--- src/sv/sbwp_pkg.sv ---
// Shared types and constants for the sorted book weighted probe.
// Used by every module of the block; depends on nothing else.
package sbwp_pkg;

    localparam int BOOK_DEPTH = 4096;
    localparam int MAX_RUN    = 64;

    localparam int IDX_W    = $clog2(BOOK_DEPTH);
    localparam int SIZE_W   = $clog2(BOOK_DEPTH + 1);
    localparam int KEY_W    = 64;
    localparam int MOVE_W   = 16;
    localparam int WEIGHT_W = 16;
    localparam int RND_W    = 32;
    localparam int RUN_W    = $clog2(MAX_RUN + 1);
    localparam int SUM_W    = WEIGHT_W + RUN_W;
    localparam int STEP_W   = $clog2(RND_W);
    localparam int CFG_W    = 13;

    localparam logic CMD_WRITE = 1'b0;
    localparam logic CMD_PROBE = 1'b1;

    typedef struct packed {
        logic [KEY_W-1:0]    key;
        logic [MOVE_W-1:0]   move;
        logic [WEIGHT_W-1:0] weight;
    } t_entry;

    typedef struct packed {
        logic             en;
        logic [IDX_W-1:0] addr;
        t_entry           data;
    } t_ram_wr;

    typedef struct packed {
        logic             en;
        logic [IDX_W-1:0] addr;
    } t_ram_rd;

    typedef enum logic [3:0] {
        ST_IDLE,
        ST_SEARCH,
        ST_SEARCH_CMP,
        ST_SCAN,
        ST_SCAN_CMP,
        ST_MOD,
        ST_PICK,
        ST_PICK_CMP,
        ST_FIRST,
        ST_FIRST_CMP
    } t_state;

endpackage

--- src/sv/sbwp_mod_unit.sv ---
// Bit-serial restoring remainder unit: one dividend bit per cycle.
// Computes dividend mod divisor for a nonzero divisor; uses sbwp_pkg.
module sbwp_mod_unit
    import sbwp_pkg::*;
(
    input  logic             i_clk,
    input  logic             i_rst_n,
    input  logic             i_start,
    input  logic [RND_W-1:0] i_dividend,
    input  logic [SUM_W-1:0] i_divisor,
    output logic             o_done,
    output logic [SUM_W-1:0] o_rem
);

    logic              r_busy;
    logic              r_done;
    logic [SUM_W-1:0]  r_rem;
    logic [RND_W-1:0]  r_quo;
    logic [SUM_W-1:0]  r_div;
    logic [STEP_W-1:0] r_cnt;
    logic [SUM_W:0]    shifted;
    logic [SUM_W-1:0]  n_rem;

    // The partial remainder stays below the divisor, so the shifted value
    // stays below twice the divisor and one subtract restores it.
    always_comb begin
        shifted = {r_rem, r_quo[RND_W-1]};
        if (shifted >= {1'b0, r_div}) begin
            n_rem = SUM_W'(shifted - {1'b0, r_div});
        end else begin
            n_rem = shifted[SUM_W-1:0];
        end
    end

    always_ff @(posedge i_clk) begin
        if (!i_rst_n) begin
            r_busy <= 1'b0;
            r_done <= 1'b0;
        end else begin
            r_done <= 1'b0;
            if (i_start) begin
                r_busy <= 1'b1;
            end else if (r_busy && r_cnt == STEP_W'(RND_W - 1)) begin
                r_busy <= 1'b0;
                r_done <= 1'b1;
            end
        end
    end

    always_ff @(posedge i_clk) begin
        if (i_start) begin
            r_rem <= '0;
            r_quo <= i_dividend;
            r_div <= i_divisor;
            r_cnt <= '0;
        end else if (r_busy) begin
            r_rem <= n_rem;
            r_quo <= {r_quo[RND_W-2:0], 1'b0};
            r_cnt <= r_cnt + STEP_W'(1);
        end
    end

    assign o_done = r_done;
    assign o_rem  = r_rem;

endmodule

--- config.mk ---
export PLATFORM = sky130hd
export DESIGN_NAME = sbwp_mod_unit
export DESIGN_NICKNAME = d
export VERILOG_FILES = /design/src/sv/sbwp_pkg.sv /design/src/sv/sbwp_mod_unit.sv
export SDC_FILE = /design/constraint.sdc
export NUM_CORES = 1
export LEC_CHECK = 0
export BUFFER_PORTS_ARGS = -buffer_cell sky130_fd_sc_hd__buf_2
export CAP_MARGIN = 20
export CELL_PAD_IN_SITES_DETAIL_PLACEMENT = 2
export CELL_PAD_IN_SITES_GLOBAL_PLACEMENT = 2
export CORE_UTILIZATION = 39
export CTS_CLUSTER_SIZE = 25
export DETAILED_ROUTE_END_ITERATION = 8
export GPL_ROUTABILITY_DRIVEN = 0
export PLACE_DENSITY = 0.88
export SLEW_MARGIN = 5
export SYNTH_ARGS = -nofsm -noshare
export SYNTH_HDL_FRONTEND = slang
export SYNTH_SLANG_ARGS = --single-unit
--- constraint.sdc ---
create_clock -name i_clk -period 4 [get_ports i_clk]
set_input_delay 0.6 -clock i_clk [delete_from_list [all_inputs] [get_ports i_clk]]
set_output_delay 0.6 -clock i_clk [all_outputs]
set_load 0.1 [all_outputs]
Word-level counts from Yosys, hierarchy flattened --
Cells that the tools add are included.
Storage, ports and cells: register bits after elaboration 85, bits in latches 0, RAM bits 0, memory bits (read-only) 0, input port bits 58, output and inout port bits 24, logic and storage cells 21, memories 0
Cells by class: add/sub/neg operators 2, $mul 0, divide/modulo/power cells 0, order comparisons 1, equality and inequality tests 1, shift operators 0, multiplexer cells 6, bitwise gates (word level) 1, reductions and logical operators 4
Operator list (count):
- $mux W32 | 2
- $ge A24 B23 Y1 | 1
- $mux W23 | 1
- $sub A23 B23 Y23 | 1
- $add A5 B1 Y5 const B | 1
- $eq A5 B5 Y1 const B | 1
- $reduce_bool A2 Y1 | 2
- $mux W1 | 3
- $reduce_or A2 Y1 | 1
- $logic_and A1 B1 Y1 | 1
- $not A1 Y1 | 1

Depth between registers and ports, before layout --
depth in word-level cells 4, gate-level depth with buffers 12, gate-level depth less buffers 10

Worst setup path before layout --
Ideal clock, no wire load.
kind register -> register, from register r_rem[0] (netlist: o_rem[0]), to register r_rem[17] (netlist: o_rem[17]), library setup time 0.122 ns, arrival 3.103 ns, required time 3.878 ns, slack 0.775 ns, cell stages (with the launch flop) 11, path buffers 1, period minus slack after synthesis 3.225 ns, cell sequence dfxtp_1 -> inv_1 -> fa_1 -> nand2b_1 -> a21oi_1 -> o211ai_1 -> nand4_2 -> and2_4 -> buf_6 -> mux2_4 -> a221o_1
Between the ends: cells in the longest elaborated chain, start to end 2, elaborated cells on any way between the ends 3, classes of those cells add/sub: 1; order compare: 1; mux: 1
RTL lines:
- start, declared | RTL line sbwp_mod_unit.sv:17 | logic [SUM_W-1:0] r_rem;
- start signal, assigned | RTL line sbwp_mod_unit.sv:57 | r_rem <= n_rem;
- $sub A23 B23 Y23 or $ge A24 B23 Y1 (tied branches) | RTL line sbwp_mod_unit.sv:29, sbwp_mod_unit.sv:28
- $mux W23 (*) | RTL line sbwp_mod_unit.sv:28 | if (shifted >= {1'b0, r_div}) begin
Mark *: on every way between the ends. The rest lies on a longest branch, timed or not. A chain may end at the register's enable or synchronous reset.

Worst setup path after layout --
from register r_quo[31], to register r_rem[14] (netlist: o_rem[14])
Between the ends: cells in the longest elaborated chain, start to end 2, elaborated cells on any way between the ends 3, classes of those cells add/sub: 1; order compare: 1; mux: 1
RTL lines:
- start, declared | RTL line sbwp_mod_unit.sv:18 | logic [RND_W-1:0] r_quo;
- start signal, assigned | RTL line sbwp_mod_unit.sv:53 | r_quo <= i_dividend;
- start signal, assigned | RTL line sbwp_mod_unit.sv:58 | r_quo <= {r_quo[RND_W-2:0], 1'b0};
- $sub A23 B23 Y23 or $ge A24 B23 Y1 (tied branches) | RTL line sbwp_mod_unit.sv:29, sbwp_mod_unit.sv:28
- $mux W23 (*) | RTL line sbwp_mod_unit.sv:28
Marks and branches as above.

==> flow_summary.yaml <==
place:
  portBuffers: 81
  pre_cts_slack_ns: 1.080
  place_area_um2: 5234
  detailed_place_hpwl_um: 9959
logic_synthesis:
  async_reset_ff_share_pct: 0
  yosysWarnings: 0
  synth_compound_area_share_pct: 17.22
  synthAdderAreaFrac_pct: 7.059
  yosys.area_share.xor_xnor_pct: 3.158
  synth_mux_area_share_pct: 9.846
  synth-simple-area-share_pct: 10.70
  synth-seq-area-share_pct: 47.77
  yosys_most_used_dff: "edfxtp_1"
  ys_seq_elements: 85
  synth.net_count: 516
  synthDistinctLibCells: 63
  synth_edf_count: 55
  syn_area_um2: 4715
  avgSynthCellArea_um2: 10.91
  synth_top_family_by_area: "compound AO/OA/AOI/OAI gates"
  syn_inst: 432
final_layout:
  nets: 594
  fin_area_um2: 5558
  drive_gt1_share_pct: 27.96
  n_fill_cell: 1214
  num_antenna_cells: 0
  synthToLayoutAreaGrowth_pct: 17.89
timing:
  worstMarginPinSlew_ns: 1.032
  max_slew_margin_pct: 30.94
  period_minus_slack_ns: 3.062
  setup_viol_count_final: 0
  period_share_pct: 76.56
  hold_viol: 0
  worst_slack_ns: 0.9376
  skew_ns: 0.01126
  fmax_mhz: 326.5
  setup-tns-final_ns: 0
  grt_setup_unrepaired: "no"
  slew_violations: 0
setup_path:
  rrSetupSlack_ns: 0.94
  cp_max_fo: 3
  required_ns: 4.24
  start_kind: "register"
  crit_path_end_kind: "register"
  arrival_ns: 3.30
  path_class: "register to register"
clock_network:
  path_clk_slew_ns: 0.07
  cts_tree: "built"
  numCtsBuffers: 9
  h-tree-depth: 3
  cts_resized: 0
  cts_setup_buffers: 0
  cts_root_buffer: "clkbuf_16"
  hold_buffers: 0
  cts.path.max_buffers: 2
  clkLatencyLatePin_ns: 0.35
  cts.sinks: 85
run:
  drv_cap: 0
route:
  vias: 3747
  vias_per_cell: 5.695
  drt_iter0_markers: 148
  ant_nets: 0
  drc: 6
  avgRoutedWirePerCell_um: 21.57
  wl_um: 14200
  dr.pass1.iters: 6
floorplan:
  floorplan.die.width_um: 111.9
  pin_count: 82
  start_util_pct: 40.59
  core_um2: 11610
  die_area_um2: 12530
  rows: 39
  dieHeight_um: 111.9
grt:
  grt-ovfl-total: 0
  grt_pass1_wl_um: 22570
  antenna_found_initial: 0
  grt_start_max_net_pins: 77
  grt_usage_pct: 23.81
  grt_pass1_vias: 4209
power_and_ir_drop:
  peakVddDrop_uv: 322.9
  cellPowerDensity_nw_per_um2: 426.0
  p_leak_uw: 0.002340
hold_path:
  hold_path_class: "primary input to register"
outcome:
  outcome: "complete, but fails checks"
  violations: "DRC"
==> final cells by class <==
cell class	count	area, um^2	share of cell area [%]
timing repair buffer	85	455.4	8.195
multi-input combinational	299	2262	40.70
tap	143	178.9	3.219
inverter	30	112.6	2.026
sequential	85	2252	40.52
clock inverter	7	71.32	1.283
clock buffer	9	225.2	4.052
==> cells by family (layout without fill, tap and decap cells) <==
logic type	Yosys count	in the layout
flip-flops	85	85
buffers and inverters	48	131
XOR/XNOR	17	17
adder cells (fa/ha/maj)	26	26
AND/OR/NAND/NOR	105	105
multiplexers	42	42
AO/OA/AOI/OAI	109	109
==> power by group <==
part / switching [uW] / leakage, uW / internal (uW)
registers: 35.0 / 0.000792 / 1010
clock network: 369 / 0.000142 / 486
logic: 301 / 0.00141 / 165
total: 704 / 0.00234 / 1660
==> Yosys cell counts, types with 9 or more instances <==
| library cell | n | share of area (%) |
|---|---|---|
| ha_1 | 25 | 6.6 |
| o21ai_0 | 17 | 1.8 |
| o21a_1 | 9 | 1.4 |
| inv_1 | 30 | 2.4 |
| clkbuf_1 | 10 | 0.80 |
| mux2_2 | 31 | 7.4 |
| a211oi_1 | 9 | 1.4 |
| nor2_1 | 38 | 3.0 |
| a21oi_1 | 23 | 2.4 |
| edfxtp_1 | 55 | 35 |
| nand2_1 | 30 | 2.4 |
| xnor2_1 | 9 | 1.7 |
| dfxtp_1 | 30 | 13 |
| mux2i_1 | 10 | 2.1 |
==> placed cells by master, fill, tap and decap left out, drive strengths merged, types with 7 or more instances in the layout <==
cell type	synthesis	final
buf	7	85
edfxtp	55	55
nor2	39	39
inv	30	33
mux2	32	32
nand2	30	30
dfxtp	30	30
ha	25	25
a21oi	24	24
o21ai	22	22
mux2i	10	10
a211oi	10	10
o21a	9	9
xnor2	9	9
clkbuf	11	9
xor2	8	8
a32oi	7	7
==> worst paths after layout <==
check        depth (start not counted)   endpoint          from
max                                 10  o_rem[14]     r_quo[31]
min                                  1   r_div[8]  i_divisor[8]
max reg2reg                         10  o_rem[14]     r_quo[31]
min reg2reg                          2   o_rem[9]      o_rem[9]
==> per-layer routing <==
layer	vias up	wire (um)	GRT usage, %
met5	-	0	0
met3	32	532	6.042
met2	105	7770	44.89
li1	1755	-	-
met1	1855	5522	25.52
met4	0	369	8.622
==> per-stage QoR <==
step / hold WS (ns) / utilization (%) / total power [uW] / cells
2_1_floorplan: 0.4673 / - / 1380 / 432
3_3_place_gp: 0.4854 / 45.07 / 1480 / 641
3_5_place_dp: 0.5213 / 45.07 / 1516 / 641
4_1_cts: 0.4081 / 47.62 / 2388 / 657
5_1_grt: 0.4084 / 47.86 / 2459 / 658
6_report: 0.4183 / 47.86 / 2368 / 658
==> critical path, cell delays in order, from the launching register on <==
cell and delay, ns:
edfxtp_1 0.37, inv_1 0.07, ha_1 0.26, fa_1 0.43, nand2b_1 0.21, a21oi_1 0.28, a21boi_0 0.25, o311ai_2 0.51
xor2_1 0.18, mux2i_1 0.09, a211oi_1 0.30
==> flip-flops by register name (all words and copies together), names as in the netlist <==
name	cells
r_quo	32
o_rem	23
r_div	23
r_cnt	5
o_done	1
r_busy	1
No activity file was read; power rests on OpenSTA's default activity.
